### config.mk
export PLATFORM = sky130hd
export DESIGN_NAME = alarm_light_sequencer_unit
export DESIGN_NICKNAME = d
export VERILOG_FILES = /design/src/sv/als_pkg.sv /design/src/sv/alarm_light_sequencer_unit.sv
export SDC_FILE = /design/constraint.sdc
export NUM_CORES = 1
export LEC_CHECK = 0
export ABC_AREA = 1
export BUFFER_PORTS_ARGS = -buffer_cell sky130_fd_sc_hd__buf_4
export CAP_MARGIN = 5
export CORE_MARGIN = 10
export CORE_UTILIZATION = 40
export CTS_CLUSTER_DIAMETER = 100
export DETAILED_ROUTE_END_ITERATION = 10
export PLACE_DENSITY = 0.58
export SLEW_MARGIN = 5
export SYNTH_ARGS = -nofsm -noshare
export SYNTH_HDL_FRONTEND = slang
export SYNTH_SLANG_ARGS = --single-unit
### constraint.sdc
create_clock -name clk -period 5.1 [get_ports clk]
set_input_delay 0.51 -clock clk [delete_from_list [all_inputs] [get_ports clk]]
set_output_delay 0.51 -clock clk [all_outputs]
set_load 0.01 [all_outputs]
### src/sv/als_pkg.sv
// Package with the shared types, codes and constants of the alarm light sequencer.
package als_pkg;

    // Width of the slow cycle counter.
    localparam int CYCLE_BITS = 16;

    // Configuration port geometry.
    localparam int ADDR_BITS = 5;
    localparam int DATA_BITS = 32;
    localparam int CFG_BITS  = 8;

    // Operating modes.
    localparam logic [1:0] MODE_ALARM     = 2'd0;
    localparam logic [1:0] MODE_INTRUSION = 2'd1;
    localparam logic [1:0] MODE_SILENCE   = 2'd2;
    localparam logic [1:0] MODE_OTHER     = 2'd3;

    // Light colours.
    localparam logic [2:0] COL_OFF = 3'd0;
    localparam logic [2:0] COL_WR  = 3'd1;
    localparam logic [2:0] COL_W   = 3'd2;
    localparam logic [2:0] COL_G   = 3'd3;
    localparam logic [2:0] COL_B   = 3'd4;
    localparam logic [2:0] COL_R   = 3'd5;

    // Light message destinations.
    localparam logic [1:0] DEST_NONE = 2'd0;
    localparam logic [1:0] DEST_ONE  = 2'd1;
    localparam logic [1:0] DEST_BOTH = 2'd2;

    // Configuration register indexes.
    localparam logic [2:0] REG_INTRUSION_ALERT = 3'd0;
    localparam logic [2:0] REG_INTRUSION_WHITE = 3'd1;
    localparam logic [2:0] REG_SILENCE_WHITE   = 3'd2;
    localparam logic [2:0] REG_SILENCE_TOGGLE  = 3'd3;
    localparam logic [2:0] REG_MEASURE_PERIOD  = 3'd4;

    // Configuration reset values.
    localparam logic [CFG_BITS-1:0] RST_INTRUSION_ALERT = 8'd1;
    localparam logic [CFG_BITS-1:0] RST_INTRUSION_WHITE = 8'd2;
    localparam logic [CFG_BITS-1:0] RST_SILENCE_WHITE   = 8'd1;
    localparam logic [CFG_BITS-1:0] RST_SILENCE_TOGGLE  = 8'd3;
    localparam logic [CFG_BITS-1:0] RST_MEASURE_PERIOD  = 8'd8;

    // One tick as it arrives.
    typedef struct packed {
        logic [1:0]            mode;
        logic [1:0]            next_mode;
        logic [CYCLE_BITS-1:0] cycle_count;
        logic                  dark;
        logic                  light_on_request;
        logic                  light_off_request;
        logic                  door_motion;
        logic                  veranda_motion;
    } in_item_t;

    // One result per tick.
    typedef struct packed {
        logic [2:0] colour;
        logic       light_active;
        logic [1:0] light_msg_dest;
        logic       long_range_pir_on;
        logic       measure_due;
    } out_item_t;

endpackage

### src/sv/alarm_light_sequencer_unit.sv
// Top level of the alarm light sequencer: input register, tick logic, result register and configuration port.
//
//  Channel  | Direction | Handshake           | Payload
//  ---------+-----------+---------------------+---------------------------
//  in       | in        | in_valid / in_stall | in_data  (als_pkg::in_item_t)
//  out      | out       | out_valid/out_stall | out_data (als_pkg::out_item_t)
//  config   | in        | APB psel/penable    | paddr, pwdata, prdata
//
// One transaction is accepted per clock cycle unless in_stall is high; it waits in the input
// register until the result register is free, and its result is then registered there.
// The tick logic sits between the input register and the result register.
// Reset clears the light state, the marks, the valid flags and the configuration registers to defaults.
// A stall on the output holds the result; the input register keeps taking a transaction
// as long as it is empty or the result register is free or is being emptied in the same cycle.
module alarm_light_sequencer_unit (
    input  logic                              clk,
    input  logic                              rst_n,
    input  logic                              in_valid,
    output logic                              in_stall,
    input  als_pkg::in_item_t                 in_data,
    output logic                              out_valid,
    input  logic                              out_stall,
    output als_pkg::out_item_t                out_data,
    input  logic                              psel,
    input  logic                              penable,
    input  logic                              pwrite,
    input  logic [als_pkg::ADDR_BITS-1:0]     paddr,
    input  logic [als_pkg::DATA_BITS-1:0]     pwdata,
    output logic [als_pkg::DATA_BITS-1:0]     prdata,
    output logic                              pready
);

    // Configuration registers.
    logic [als_pkg::CFG_BITS-1:0] intrusion_alert_reg;
    logic [als_pkg::CFG_BITS-1:0] intrusion_white_reg;
    logic [als_pkg::CFG_BITS-1:0] silence_white_reg;
    logic [als_pkg::CFG_BITS-1:0] silence_toggle_reg;
    logic [als_pkg::CFG_BITS-1:0] measure_period_reg;
    logic [2:0]                   cfg_index;
    logic                         cfg_write;

    // Pipeline registers.
    logic               s1_valid_reg;
    logic               s1_valid_next;
    als_pkg::in_item_t  s1_data_reg;
    logic               out_valid_reg;
    logic               out_valid_next;
    als_pkg::out_item_t out_data_reg;
    als_pkg::out_item_t out_data_next;
    logic               s1_advance;
    logic               s1_fire;
    logic               in_accept;

    // Sequencer state.
    logic [2:0]                     colour_reg;
    logic [2:0]                     colour_next;
    logic [als_pkg::CYCLE_BITS-1:0] light_mark_reg;
    logic [als_pkg::CYCLE_BITS-1:0] light_mark_next;
    logic [als_pkg::CYCLE_BITS-1:0] measure_mark_reg;
    logic [als_pkg::CYCLE_BITS-1:0] measure_mark_next;

    // Tick logic intermediates.
    logic [als_pkg::CYCLE_BITS-1:0] now;
    logic [als_pkg::CYCLE_BITS-1:0] light_mark;
    logic [als_pkg::CYCLE_BITS-1:0] light_elapsed;
    logic [als_pkg::CYCLE_BITS-1:0] measure_mark;
    logic [als_pkg::CYCLE_BITS-1:0] measure_elapsed;
    logic [1:0]                     dest;
    logic                           motion;
    logic                           due;

    // Configuration port: always ready, write on the access cycle.
    assign pready    = 1'b1;
    assign cfg_index = paddr[als_pkg::ADDR_BITS-1:2];
    assign cfg_write = psel && penable && pwrite;

    always_ff @(posedge clk or negedge rst_n)
    begin
        if (!rst_n)
        begin
            intrusion_alert_reg <= als_pkg::RST_INTRUSION_ALERT;
            intrusion_white_reg <= als_pkg::RST_INTRUSION_WHITE;
            silence_white_reg   <= als_pkg::RST_SILENCE_WHITE;
            silence_toggle_reg  <= als_pkg::RST_SILENCE_TOGGLE;
            measure_period_reg  <= als_pkg::RST_MEASURE_PERIOD;
        end
        else if (cfg_write)
        begin
            case (cfg_index)
                als_pkg::REG_INTRUSION_ALERT: intrusion_alert_reg <= pwdata[als_pkg::CFG_BITS-1:0];
                als_pkg::REG_INTRUSION_WHITE: intrusion_white_reg <= pwdata[als_pkg::CFG_BITS-1:0];
                als_pkg::REG_SILENCE_WHITE:   silence_white_reg   <= pwdata[als_pkg::CFG_BITS-1:0];
                als_pkg::REG_SILENCE_TOGGLE:  silence_toggle_reg  <= pwdata[als_pkg::CFG_BITS-1:0];
                als_pkg::REG_MEASURE_PERIOD:  measure_period_reg  <= pwdata[als_pkg::CFG_BITS-1:0];
                default: ;
            endcase
        end
    end

    // Register read back.
    always_comb
    begin
        prdata = '0;
        case (cfg_index)
            als_pkg::REG_INTRUSION_ALERT: prdata[als_pkg::CFG_BITS-1:0] = intrusion_alert_reg;
            als_pkg::REG_INTRUSION_WHITE: prdata[als_pkg::CFG_BITS-1:0] = intrusion_white_reg;
            als_pkg::REG_SILENCE_WHITE:   prdata[als_pkg::CFG_BITS-1:0] = silence_white_reg;
            als_pkg::REG_SILENCE_TOGGLE:  prdata[als_pkg::CFG_BITS-1:0] = silence_toggle_reg;
            als_pkg::REG_MEASURE_PERIOD:  prdata[als_pkg::CFG_BITS-1:0] = measure_period_reg;
            default: prdata = '0;
        endcase
    end

    // Flow control: the input register moves on when the result register is empty or not stalled.
    assign s1_advance = !out_valid_reg || !out_stall;
    assign s1_fire    = s1_valid_reg && s1_advance;
    assign in_stall   = s1_valid_reg && !s1_advance;
    assign in_accept  = in_valid && !in_stall;

    always_comb
    begin
        s1_valid_next  = s1_valid_reg;
        out_valid_next = out_valid_reg;
        if (in_accept)
        begin
            s1_valid_next = 1'b1;
        end
        else if (s1_fire)
        begin
            s1_valid_next = 1'b0;
        end
        if (s1_advance)
        begin
            out_valid_next = s1_valid_reg;
        end
    end

    // Light sequencing and measurement timing for the tick in the input register.
    always_comb
    begin
        now         = s1_data_reg.cycle_count;
        light_mark  = (now < light_mark_reg) ? now : light_mark_reg;
        light_elapsed = now - light_mark;
        colour_next = colour_reg;
        light_mark_next = light_mark;
        dest        = als_pkg::DEST_NONE;
        motion      = s1_data_reg.door_motion || s1_data_reg.veranda_motion;

        case (s1_data_reg.mode)
            als_pkg::MODE_ALARM:
            begin
                if (light_mark != now)
                begin
                    if (s1_data_reg.dark)
                    begin
                        colour_next = (colour_reg != als_pkg::COL_WR) ? als_pkg::COL_WR
                                                                     : als_pkg::COL_W;
                    end
                    else
                    begin
                        colour_next = (colour_reg != als_pkg::COL_R) ? als_pkg::COL_R
                                                                    : als_pkg::COL_OFF;
                    end
                    light_mark_next = now;
                end
            end
            als_pkg::MODE_INTRUSION:
            begin
                if (!(colour_reg inside {als_pkg::COL_WR, als_pkg::COL_W}))
                begin
                    if (s1_data_reg.dark && (motion || s1_data_reg.light_on_request))
                    begin
                        colour_next     = als_pkg::COL_WR;
                        light_mark_next = now;
                        if (motion)
                        begin
                            dest = als_pkg::DEST_BOTH;
                        end
                    end
                end
                else if (colour_reg == als_pkg::COL_WR)
                begin
                    if (light_elapsed > {{(als_pkg::CYCLE_BITS-als_pkg::CFG_BITS){1'b0}},
                                         intrusion_alert_reg})
                    begin
                        colour_next     = als_pkg::COL_W;
                        light_mark_next = now;
                    end
                end
                else
                begin
                    if (light_elapsed > {{(als_pkg::CYCLE_BITS-als_pkg::CFG_BITS){1'b0}},
                                         intrusion_white_reg})
                    begin
                        colour_next     = als_pkg::COL_OFF;
                        light_mark_next = now;
                    end
                end
            end
            als_pkg::MODE_SILENCE:
            begin
                if (colour_reg != als_pkg::COL_W)
                begin
                    if (s1_data_reg.dark &&
                        (s1_data_reg.door_motion || s1_data_reg.light_on_request))
                    begin
                        colour_next     = als_pkg::COL_W;
                        light_mark_next = now;
                        if (s1_data_reg.door_motion)
                        begin
                            dest = als_pkg::DEST_ONE;
                        end
                    end
                    else if (light_elapsed >
                             {{(als_pkg::CYCLE_BITS-als_pkg::CFG_BITS){1'b0}},
                              silence_toggle_reg})
                    begin
                        colour_next     = als_pkg::COL_OFF;
                        light_mark_next = now;
                    end
                    else if (colour_reg == als_pkg::COL_B)
                    begin
                        colour_next = als_pkg::COL_G;
                    end
                    else if (colour_reg == als_pkg::COL_G)
                    begin
                        colour_next = als_pkg::COL_B;
                    end
                end
                else
                begin
                    if (light_elapsed > {{(als_pkg::CYCLE_BITS-als_pkg::CFG_BITS){1'b0}},
                                         silence_white_reg})
                    begin
                        colour_next     = als_pkg::COL_G;
                        light_mark_next = now;
                    end
                end
            end
            default: ;
        endcase

        // A pending mode change or a disable command forces the light off.
        if ((s1_data_reg.mode != s1_data_reg.next_mode) || s1_data_reg.light_off_request)
        begin
            colour_next = als_pkg::COL_OFF;
        end

        // Measurement is due once the period has passed since the last one.
        measure_mark    = (now < measure_mark_reg) ? now : measure_mark_reg;
        measure_elapsed = now - measure_mark;
        due = measure_elapsed > {{(als_pkg::CYCLE_BITS-als_pkg::CFG_BITS){1'b0}},
                                 measure_period_reg};
        measure_mark_next = due ? now : measure_mark;

        out_data_next.colour            = colour_next;
        out_data_next.light_active      = (colour_next != als_pkg::COL_OFF);
        out_data_next.light_msg_dest    = dest;
        out_data_next.long_range_pir_on = s1_data_reg.dark;
        out_data_next.measure_due       = due;
    end

    // Control and state registers.
    always_ff @(posedge clk or negedge rst_n)
    begin
        if (!rst_n)
        begin
            s1_valid_reg     <= 1'b0;
            out_valid_reg    <= 1'b0;
            colour_reg       <= als_pkg::COL_OFF;
            light_mark_reg   <= '0;
            measure_mark_reg <= '0;
        end
        else
        begin
            s1_valid_reg  <= s1_valid_next;
            out_valid_reg <= out_valid_next;
            if (s1_fire)
            begin
                colour_reg       <= colour_next;
                light_mark_reg   <= light_mark_next;
                measure_mark_reg <= measure_mark_next;
            end
        end
    end

    // Payload registers.
    always_ff @(posedge clk)
    begin
        if (in_accept)
        begin
            s1_data_reg <= in_data;
        end
        if (s1_fire)
        begin
            out_data_reg <= out_data_next;
        end
    end

    assign out_valid = out_valid_reg;
    assign out_data  = out_data_reg;

endmodule

==> qor.log, run 1 <==
qor: run_status.failed_checks negative setup slack
qor: clock_network.tritoncts yes
qor: global_route.grt_resource_usage_total 21.1%
qor: floorplanning.fp.dieW 179 um
qor: sta.worst_hold_slack 97.1 ps
qor: detailed_routing.routed-via-count 10,700
qor: synthesis.synth_cell_types 54
qor: job.max_cap_viol_count 0
qor: detailed_routing.finalWirelength 35,500 um
qor: worst_setup_path.crit_path_max_fanout 6
qor: layout.num_antenna_cells 0
qor: synthesis.synth.ff_latch_count 110
qor: synthesis.ys_async_sr_fraction 70.0%
qor: sta.rsz_0062_raised_after_global_routing true
qor: worst_setup_path.worst-r2r-setup-slack -10 ps
qor: clock_network.htreeDepth 3
qor: detailed_routing.length_of_routed_met2_wiring 16,100 um
qor: detailed_routing.uppermost_routed_layer met4
qor: floorplanning.fp-row-count 58
qor: detailed_routing.ant_nets 0
qor: worst_setup_path.cp.required 5360 ps
qor: synthesis.postSynthAreaPerCell 6.84 um2
qor: clock_network.clock_latency_of_the_later_clocked_register_in_the_worst_skew_pair 370 ps
qor: power.fin_total_pwr 0.00678 W
qor: sta.minimum_period_implied_by_the_final_worst_setup_slack 5110 ps
qor: placed_design.dp_hpwl 25,500 um
qor: clock_network.root_buffer sky130_fd_sc_hd__clkbuf_16
qor: global_route.global_route_wire_length_before_repair 55,800 um
qor: synthesis.synth.yosys.warnings 0
qor: worst_setup_path.r2r-start now[14]$_DFFE_PP_
qor: clock_network.cts.path.max_buffers 2
qor: floorplanning.core 25,100 um2
qor: synthesis.post_synth_inst_count 1,488
qor: layout.layout_commonest_cell sky130_fd_sc_hd__nand2_1
qor: synthesis.yosys-top-cells-area sky130_fd_sc_hd__dfrtp_1 (17%), sky130_fd_sc_hd__nand2_1 (15%), sky130_fd_sc_hd__ha_1 (13%), sky130_fd_sc_hd__edfxtp_1 (9.7%), sky130_fd_sc_hd__inv_1 (9.1%)
qor: worst_setup_path.worst-endpoint-arrival 5370 ps
qor: power.power.density 510 nW/um2
qor: min_path.worst_hold_path_type in -> async
qor: detailed_routing.drt-met1-wl 15,300 um
qor: worst_setup_path.crit-reg2reg-capture light_mark_reg[15]$_DFFE_PN0P_
qor: detailed_routing.drc 0
qor: detailed_routing.post_drt_wl_per_cell 17.5 um
qor: floorplanning.initial_core_util 40.5%
qor: synthesis.synth_top_cell_area_share 17.5%
qor: floorplanning.io-pin-count 112
qor: sta.relSlewSlack 12.9%
qor: sta.timing.final.max_slew_violations 0
qor: synthesis.number_of_enable_flip_flop_cells_after_synthesis 33
qor: layout.layout-drive-gt1-share 22.8%
qor: placed_design.gp_congestion 0.946
qor: power.leakagePower 6.80 nW
qor: sta.report.final.hold_viol_count 0
qor: clock_network.cts.hold.buffers_added 0
qor: run_status.status finished, violations left
qor: sta.setup-violations-final 1
qor: sta.min_period_over_period 100%
qor: worst_setup_path.worstSetupPathType reg -> reg
qor: worst_setup_path.timing.critical_path.depth 32
qor: worst_setup_path.critPathMaxStageDelay 450 ps
qor: layout.area_growth_syn_to_layout 30.8%
qor: layout.fillCellCount 2,470
qor: sta.timing.setup.tns -12.5 ps
qor: placed_design.pre_cts_slack -184 ps
qor: clock_network.cts_buffers 9
qor: floorplanning.die-area 32,200 um2
qor: global_route.number_of_antenna_violations_at_the_first_check_in_global_routing 1
qor: layout.most_frequent_cells_in_the_layout sky130_fd_sc_hd__nand2_1 (382), sky130_fd_sc_hd__inv_1 (238), sky130_fd_sc_hd__buf_4 (200), sky130_fd_sc_hd__nand3_1 (142), sky130_fd_sc_hd__o21ai_0 (112)
qor: worst_setup_path.timing.critical_path.mode_cell sky130_fd_sc_hd__nand2_1
qor: global_route.grt_start_max_net_pins 44
qor: worst_setup_path.worst_setup_path_end_kind register
qor: detailed_routing.drt_pre_antenna_iters 6
qor: sta.tightest_slew 1300 ps
qor: global_route.first_global_vias 10,600
qor: worst_setup_path.dominant_delay_contributor_by_cell_family_on_the_critical_path simple AND/OR/NAND/NOR gates
qor: sta.max_clock_freq 196 MHz
qor: synthesis.ys_seq_area_share 28.8%
qor: synthesis.netlist_area 10,200 um2
qor: detailed_routing.met3WireLength 2850 um
qor: detailed_routing.dr.first_iter.drc_count 1,087
qor: synthesis.synthDominantAreaCellType sky130_fd_sc_hd__dfrtp_1
qor: global_route.grt_overflow_total 0
qor: detailed_routing.avgViaCountPerCell 5.27
qor: layout.finalNetCount 1,865
qor: synthesis.yosys_most_used_dff sky130_fd_sc_hd__dfrtp_1
qor: clock_network.cts.reportedPaths.clkPinSlew 80 ps
qor: worst_setup_path.timing.reg2reg.worst_path_depth 32
qor: worst_setup_path.slowest_cell_on_the_critical_path sky130_fd_sc_hd__edfxtp_1
qor: clock_network.cts_num_sinks 110
qor: floorplanning.die_y 179 um
qor: sta.final_critical_path_setup_slack -12.5 ps
qor: power.vdd_drop_max 0.271 mV
qor: worst_setup_path.cp_num_buf_inv 8
qor: placed_design.port_buffers 60
qor: sta.final_worst_clock_skew 12.1 ps
qor: worst_setup_path.setup.worst_path.start_class register
==> metrics by stage <==
step	cell area, um2	utilization (%)	std cells
floorplan	10300	-	1511
global placement	11700	46.7	1960
detailed placement	11700	46.7	1960
CTS	12700	50.5	2015
global route	13300	53.0	2025
finish	13300	53.0	2025
==> final cells by class <==
| class | count | area (um2) | share of cell area [%] |
|---|---|---|---|
| multi-input combinational | 1084 | 6690 | 50.3 |
| timing repair inverter | 1 | 7.51 | 0.0564 |
| sequential | 110 | 2930 | 22.0 |
| inverter | 251 | 946 | 7.11 |
| clock inverter | 6 | 43.8 | 0.329 |
| tap | 330 | 413 | 3.10 |
| clock buffer | 10 | 239 | 1.80 |
| timing repair buffer | 233 | 2040 | 15.3 |
==> cells by family after synthesis <==
group	after synthesis	share of synthesized area (%)
and+or+nand+nor	666	28.5
xor gates and xnor gates	20	1.72
DFF	110	28.8
buffers and inverters	319	13.1
AOI/OAI and AO/OA	265	14.7
other	2	0.0738
adders and majority gates	106	13.2
==> worst max-delay path by stage <==
stage / from / to
4_1_cts: measure_mark_reg[3]$_DFFE_PN0P_ / measure_mark_reg[1]$_DFFE_PN0P_
6_report: now[14]$_DFFE_PP_ / light_mark_reg[15]$_DFFE_PN0P_
2_1_floorplan: now[1]$_DFFE_PP_ / measure_mark_reg[10]$_DFFE_PN0P_
3_3_place_gp: now[11]$_DFFE_PP_ / light_mark_reg[7]$_DFFE_PN0P_
3_5_place_dp: now[11]$_DFFE_PP_ / light_mark_reg[0]$_DFFE_PN0P_
5_1_grt: now[14]$_DFFE_PP_ / light_mark_reg[5]$_DFFE_PN0P_
==> power by group <==
part / switching, W / leakage, nW / internal, W / total [W]
Sequential: 0.000104 / 1.28 / 0.00108 / 0.00118
Clock: 0.000365 / 0.139 / 0.000349 / 0.000714
Combinational: 0.00273 / 5.38 / 0.00216 / 0.00489
==> routing by layer <==
layer	vias to the layer above	track usage [%]
li1	5263	-
met1	4906	27.1
met2	426	33.3
met3	84	4.54
met4	0	9.16
met5	-	0
==> Yosys cell counts, types with 2 or more instances <==
cell type,instances
sky130_fd_sc_hd__a221oi_1,7
sky130_fd_sc_hd__inv_1,246
sky130_fd_sc_hd__nor3_1,12
sky130_fd_sc_hd__nand3_1,153
sky130_fd_sc_hd__buf_4,26
sky130_fd_sc_hd__nand4_2,3
sky130_fd_sc_hd__o211ai_1,10
sky130_fd_sc_hd__ha_1,104
sky130_fd_sc_hd__clkinv_1,2
sky130_fd_sc_hd__a21oi_1,74
sky130_fd_sc_hd__inv_2,3
sky130_fd_sc_hd__clkbuf_1,30
sky130_fd_sc_hd__nand4_1,19
sky130_fd_sc_hd__nand2_2,3
sky130_fd_sc_hd__nand2_1,405
sky130_fd_sc_hd__edfxtp_1,33
sky130_fd_sc_hd__buf_2,8
sky130_fd_sc_hd__dfstp_2,6
sky130_fd_sc_hd__o221ai_1,16
sky130_fd_sc_hd__xor2_1,13
sky130_fd_sc_hd__o21ai_1,5
sky130_fd_sc_hd__dfrtp_1,71
sky130_fd_sc_hd__o21ai_0,138
sky130_fd_sc_hd__a21o_1,3
sky130_fd_sc_hd__conb_1,2
sky130_fd_sc_hd__o31ai_1,2
sky130_fd_sc_hd__fa_1,2
sky130_fd_sc_hd__nand2_4,3
sky130_fd_sc_hd__buf_6,3
sky130_fd_sc_hd__xnor2_1,7
sky130_fd_sc_hd__nor2_1,54
sky130_fd_sc_hd__nand3b_1,3
==> worst reg2reg max path, delay by kind of cell (launching register included) <==
| kind | cells | cell delay (ps) |
|---|---|---|
| xor+xnor | 1 | 190 |
| flops | 1 | 450 |
| compound gates | 3 | 540 |
| buf+inv | 8 | 1230 |
| fa+ha+maj | 4 | 1080 |
| simple gates | 16 | 1510 |
==> timing repair <==
| action | in CTS | in global routing |
|---|---|---|
| pin swaps | 18 | 57 |
| buffers inserted | 33 | 11 |
| gates cloned | 7 | 2 |
| endpoints found under the setup margin | 40 | 40 |
| gates resized for setup | 70 | 116 |
(Power assumes the default switching activity.)
==> run 2: changes to the inputs <==
CORE_UTILIZATION = 23   (was 40)
PLACE_DENSITY = 0.36   (was 0.58)
clock period = 6.2 ns   (was 5.1 ns; I/O delays follow)
==> run 2 against run 1 <==
The flow now finishes without violations; worst setup slack better by 510 ps; final area down 12%; utilization down 26 points; total power down 34%; combinational power down 41%; die area up 65%; final cell count up 6.1%; critical endpoint is now light_mark_reg[7]$_DFFE_PN0P_; largest power group unchanged; highest routed layer unchanged.
==> qor.log, run 2 (same netlist as run 1, synthesis figures left out) <==
qor: floorplanning.io-pin-count 112
qor: layout.finalNetCount 1,733
qor: sta.final_worst_clock_skew 8.70 ps
qor: worst_setup_path.worst_setup_path_end_kind register
qor: worst_setup_path.crit_path_max_fanout 15
qor: clock_network.cts_buffers 9
qor: detailed_routing.avgViaCountPerCell 4.53
qor: placed_design.place_inst 2,132
qor: global_route.grt_overflow_total 0
qor: sta.timing.final.max_slew_violations 0
qor: clock_network.cts.path.max_buffers 2
qor: worst_setup_path.worst-r2r-setup-slack 500 ps
qor: placed_design.pre_cts_slack 265 ps
qor: layout.most_frequent_cells_in_the_layout sky130_fd_sc_hd__nand2_1 (405), sky130_fd_sc_hd__inv_1 (245), sky130_fd_sc_hd__nand3_1 (153), sky130_fd_sc_hd__o21ai_0 (129), sky130_fd_sc_hd__ha_1 (104)
qor: detailed_routing.post_drt_wl_per_cell 16.9 um
qor: worst_setup_path.cp.required 6480 ps
qor: worst_setup_path.worstSetupPathType reg -> reg
qor: sta.report.final.hold_viol_count 0
qor: sta.min_period_over_period 91.9%
qor: sta.minimum_period_implied_by_the_final_worst_setup_slack 5700 ps
qor: clock_network.cts_num_sinks 110
qor: sta.setup-violations-final 0
qor: clock_network.htreeDepth 3
qor: floorplanning.fp.dieW 230 um
qor: global_route.number_of_antenna_violations_at_the_first_check_in_global_routing 0
qor: worst_setup_path.timing.critical_path.mode_cell sky130_fd_sc_hd__nand2_1
qor: sta.max_clock_freq 175 MHz
qor: clock_network.cts.reportedPaths.clkPinSlew 80 ps
qor: detailed_routing.drt_pre_antenna_iters 5
qor: power.leakagePower 5.97 nW
qor: layout.final_util 27.0%
qor: layout.layout-drive-gt1-share 9.85%
qor: worst_setup_path.critPathMaxStageDelay 530 ps
qor: worst_setup_path.setup.worst_path.start_class register
qor: floorplanning.die_y 230 um
qor: clock_network.root_buffer sky130_fd_sc_hd__clkbuf_16
qor: global_route.first_global_vias 9,636
qor: detailed_routing.routed-via-count 9,727
qor: clock_network.tritoncts yes
qor: floorplanning.initial_core_util 23.5%
qor: floorplanning.fp-row-count 76
qor: global_route.grt_resource_usage_total 13.7%
qor: clock_network.clock_latency_of_the_later_clocked_register_in_the_worst_skew_pair 390 ps
qor: global_route.grt_start_max_net_pins 52
qor: global_route.global_route_wire_length_before_repair 56,600 um
qor: sta.final_critical_path_setup_slack 499 ps
qor: placed_design.gp_congestion 0.826
qor: sta.worst_hold_slack 172 ps
qor: detailed_routing.ant_nets 0
qor: job.max_cap_viol_count 0
qor: power.vdd_drop_max 0.154 mV
qor: sta.tightest_slew 1200 ps
qor: placed_design.dp_hpwl 28,300 um
qor: floorplanning.core 43,400 um2
qor: min_path.worst_hold_path_type in -> async
qor: layout.non_filler_instances 2,149
qor: run_status.status complete, no violations
qor: power.power.density 380 nW/um2
qor: layout.area_growth_syn_to_layout 15.1%
qor: detailed_routing.finalWirelength 36,300 um
qor: detailed_routing.drc 0
qor: worst_setup_path.slowest_cell_on_the_critical_path sky130_fd_sc_hd__edfxtp_1
qor: layout.layout_commonest_cell sky130_fd_sc_hd__nand2_1
qor: floorplanning.die-area 53,000 um2
qor: detailed_routing.dr.first_iter.drc_count 564
qor: worst_setup_path.worst-endpoint-arrival 5980 ps
qor: worst_setup_path.timing.reg2reg.worst_path_depth 33
qor: sta.relSlewSlack 19.1%
qor: placed_design.port_buffers 60
qor: worst_setup_path.crit-reg2reg-capture light_mark_reg[7]$_DFFE_PN0P_
qor: worst_setup_path.r2r-start now[3]$_DFFE_PP_
[run 2: cell types whose count changed in the layout (fill, tap and decap cells not counted), moves of 18 or more]
| cell | delta |
|---|---|
| sky130_fd_sc_hd__ha_1 | +23 |
| sky130_fd_sc_hd__buf_4 | -97 |
| sky130_fd_sc_hd__nand2_2 | -22 |
| sky130_fd_sc_hd__ha_4 | -18 |
| sky130_fd_sc_hd__nand2_1 | +23 |
| sky130_fd_sc_hd__buf_6 | -19 |
[run 2: final cells by class]
type                    instances  area (um2)
fillers                      4920       31700
multi-input cells            1082        6040
clock inverters                 7        41.3
diodes                          1        2.50
flip-flops and latches        110        2930
inverters                     251         946
well taps                     585         732
clock buffers                   9         225
repair buffers                104         793
[run 2: critical path, delay by kind of cell, from the launching register on]
kind / cells / cell delay [ps]
AOI/OAI and AO/OA: 3 / 820
xor gates and xnor gates: 1 / 190
adders and majority gates: 4 / 1320
buffers and inverters: 6 / 950
DFF: 1 / 530
and+or+nand+nor: 19 / 1750
[run 2: per-stage QoR]
| step | cell area [um2] | power [W] | TNS (ps) |
|---|---|---|---|
| floorplan | 10300 | 0.00296 | 0 |
| global placement | 11400 | 0.00386 | 0 |
| detailed placement | 11400 | 0.00389 | 0 |
| CTS | 11700 | 0.00450 | 0 |
| global route | 11700 | 0.00497 | -11.6 |
| finish | 11700 | 0.00445 | 0 |
[run 2: repair_timing]
action / in CTS / in global routing
setup endpoints to repair: 0 / 33
hold buffers: 0 / 0
resized for setup: 0 / 16
buffers inserted: 0 / 0
endpoints found under the hold margin: 0 / 0
[run 2: worst max path at each step]
stage	end	slack (ps)	start
finish	light_mark_reg[7]$_DFFE_PN0P_	500	now[3]$_DFFE_PP_
CTS	light_mark_reg[7]$_DFFE_PN0P_	230	light_mark_reg[15]$_DFFE_PN0P_
global placement	light_mark_reg[13]$_DFFE_PN0P_	310	light_mark_reg[15]$_DFFE_PN0P_
global route	light_mark_reg[10]$_DFFE_PN0P_	-10	now[2]$_DFFE_PP_
floorplan	measure_mark_reg[10]$_DFFE_PN0P_	1460	now[1]$_DFFE_PP_
detailed placement	light_mark_reg[7]$_DFFE_PN0P_	260	light_mark_reg[15]$_DFFE_PN0P_
[run 2: layer usage]
layer	vias up	share of wire, %	GRT usage, %
met5	-	0	0
met1	4584	49	18.5
li1	4982	-	-
met4	0	1.6	4.38
met2	141	46	22.2
met3	20	3.3	1.96
[run 2: where the power goes]
part / internal [W] / switching [W] / total [W]
Combinational: 0.00105 / 0.00185 / 0.00290
Clock: 0.000270 / 0.000301 / 0.000571
Sequential: 0.000886 / 0.0000937 / 0.000980
==> run 3: changes to the inputs <==
GPL_TIMING_DRIVEN = 0   (was not set)
==> run 3 against run 2 <==
Combinational power hardly changed; final cell count grew 2.5%; via count rose by 2.3%; highest routed layer is now met5.
==> qor.log, run 3 (same netlist as run 1, synthesis figures left out) <==
qor: run_status.status complete, no violations
qor: sta.rsz_0062_raised_after_global_routing false
qor: power.power.density 373 nW/um2
qor: worst_setup_path.worstSetupPathType reg -> reg
qor: global_route.grt_overflow_total 0
qor: placed_design.gp_congestion 0.881
qor: detailed_routing.avgViaCountPerCell 4.52
qor: clock_network.cts_buffers 9
qor: placed_design.dpl-instance-area 11,400 um2
qor: min_path.worst_hold_path_type in -> reg
qor: sta.max_clock_freq 175 MHz
qor: worst_setup_path.worst-endpoint-arrival 5860 ps
qor: detailed_routing.drt_pre_antenna_iters 5
qor: sta.minimum_period_implied_by_the_final_worst_setup_slack 5720 ps
qor: global_route.grt_resource_usage_total 14.1%
qor: worst_setup_path.timing.critical_path.mode_cell sky130_fd_sc_hd__nand2_1
qor: worst_setup_path.setup.worst_path.start_class register
qor: clock_network.cts.reportedPaths.clkPinSlew 80 ps
qor: detailed_routing.drc 0
qor: sta.final_critical_path_setup_slack 481 ps
qor: floorplanning.fp-row-count 76
qor: global_route.first_global_vias 9,863
qor: global_route.global_route_wire_length_before_repair 58,000 um
qor: clock_network.htreeDepth 3
qor: worst_setup_path.cp_num_buf_inv 4
qor: global_route.number_of_antenna_violations_at_the_first_check_in_global_routing 1
qor: job.max_cap_viol_count 0
qor: worst_setup_path.cp.required 6340 ps
qor: detailed_routing.post_drt_wl_per_cell 17.0 um
qor: power.leakagePower 6.17 nW
qor: worst_setup_path.slowest_cell_on_the_critical_path sky130_fd_sc_hd__edfxtp_1
qor: sta.setup-violations-final 0
qor: layout.multiInputGateArea 6120 um2
qor: power.vdd_drop_max 0.164 mV
qor: worst_setup_path.worst-r2r-setup-slack 480 ps
qor: clock_network.root_buffer sky130_fd_sc_hd__clkbuf_16
qor: sta.min_period_over_period 92.2%
qor: placed_design.pre_cts_slack -780 ps
qor: worst_setup_path.crit_path_cell_trace ha_1 > nand2_1 > nor4_1 > nand2_1 > nand2_2 > inv_1 > buf_2 > o21ai_1 > inv_1 > ha_1 > nand2_1 > o21ai_2 > xor2_2 > ha_1 > nand2_1 > nor2_1 > nor2_1 > a31o_2 > nand4_4 > buf_2 > nand4_1 > nand3b_1 > nand2_1 > nand3_1
qor: layout.layout.cell_area.non_filler 12,100 um2
qor: worst_setup_path.crit_path_max_fanout 10
qor: floorplanning.die_y 230 um
qor: layout.layout_commonest_cell sky130_fd_sc_hd__nand2_1
qor: sta.final_worst_clock_skew 14.1 ps
qor: detailed_routing.dr.first_iter.drc_count 514
qor: clock_network.cts.path.max_buffers 2
qor: layout.finalNetCount 1,787
qor: layout.non_filler_instances 2,202
qor: placed_design.port_buffers 59
qor: placed_design.dp_hpwl 29,700 um
qor: layout.area_growth_syn_to_layout 18.8%
qor: layout.register_area 2930 um2
qor: worst_setup_path.dominant_delay_contributor_by_cell_family_on_the_critical_path simple AND/OR/NAND/NOR gates
qor: worst_setup_path.critPathMaxStageDelay 630 ps
qor: floorplanning.die-area 53,000 um2
qor: sta.timing.final.max_slew_violations 0
qor: floorplanning.fp.dieW 230 um
qor: floorplanning.initial_core_util 23.5%
qor: global_route.grt_start_max_net_pins 78
qor: layout.fillCellCount 4,891
qor: sta.report.final.hold_viol_count 0
qor: floorplanning.core 43,400 um2
qor: clock_network.cts_num_sinks 110
qor: layout.layout-drive-gt1-share 11.6%
qor: layout.most_frequent_cells_in_the_layout sky130_fd_sc_hd__nand2_1 (405), sky130_fd_sc_hd__inv_1 (246), sky130_fd_sc_hd__nand3_1 (153), sky130_fd_sc_hd__o21ai_0 (130), sky130_fd_sc_hd__buf_4 (114)
qor: placed_design.place_inst 2,155
qor: detailed_routing.ant_nets 0
qor: floorplanning.io-pin-count 112
qor: layout.final_util 27.9%
qor: sta.relSlewSlack 21.2%
qor: sta.tightest_slew 1170 ps
qor: sta.worst_hold_slack 397 ps
qor: layout.num_antenna_cells 0
qor: detailed_routing.finalWirelength 37,500 um
qor: detailed_routing.routed-via-count 9,946
qor: worst_setup_path.worst_setup_path_end_kind register
qor: clock_network.clock_latency_of_the_later_clocked_register_in_the_worst_skew_pair 390 ps
qor: clock_network.tritoncts yes
[run 3: path summary, 6_finish.rpt]
check                                               from                           endpoint  cells after the start
min                                          in_data[19]                  now[14]$_DFFE_PP_                      1
min in group asynchronous                          rst_n  silence_toggle_reg[4]$_DFFE_PN0P_                      1
min reg2reg                light_mark_reg[2]$_DFFE_PN0P_      light_mark_reg[2]$_DFFE_PN0P_                      2
max in group asynchronous                          rst_n      light_mark_reg[9]$_DFFE_PN0P_                      1
max reg2reg                            now[12]$_DFFE_PP_              out_data[4]$_DFFE_PP_                     24
max                                    now[12]$_DFFE_PP_              out_data[4]$_DFFE_PP_                     24
[run 3: worst register-to-register path, delay by kind of cell (launching register included)]
family                     cells  cell delay [ps]
buffers and inverters          4              760
adders and majority gates      3             1150
AOI/OAI and AO/OA              3              900
DFF                            1              630
xor gates and xnor gates       1              400
and+or+nand+nor               13             1600
[run 3: repair_timing]
action / CTS / global route
buffers inserted: 4 / 27
endpoints found under the setup margin: 40 / 39
pin swaps: 2 / 3
resized for setup: 16 / 20
endpoints found under the hold margin: 0 / 0
hold buffers: 0 / 0
[run 3: power by group]
group	leakage, nW	switching (W)	internal, W
sequential	1.28	0.000100	0.000886
clock	0.140	0.000303	0.000285
combinational	4.75	0.00190	0.00103
[run 3: cell type report]
type / instances / area share, %
multi-input cells: 1082 / 50.6
flip-flops and latches: 110 / 24.2
inverters: 251 / 7.79
well taps: 585 / 6.05
repair buffers: 90 / 5.80
plain buffers: 68 / 3.27
clock buffers: 11 / 2.01
clock inverters: 5 / 0.279
[run 3: layer usage]
metal	routed length (um)	track usage, %	up-vias	share of wire [%]
li1	-	-	5103	-
met1	17800	18.5	4659	47
met4	729	4.91	2	1.9
met5	10	0	-	0.027
met3	1240	1.91	29	3.3
met2	17700	23.4	153	47
[run 3: per-stage QoR]
| step | total power, W | setup TNS [ps] |
|---|---|---|
| 2_1_floorplan | 0.00296 | 0 |
| 3_3_place_gp | 0.00377 | -19010 |
| 3_5_place_dp | 0.00380 | -17840 |
| 4_1_cts | 0.00448 | 0 |
| 5_1_grt | 0.00504 | 0 |
| 6_report | 0.00451 | 0 |
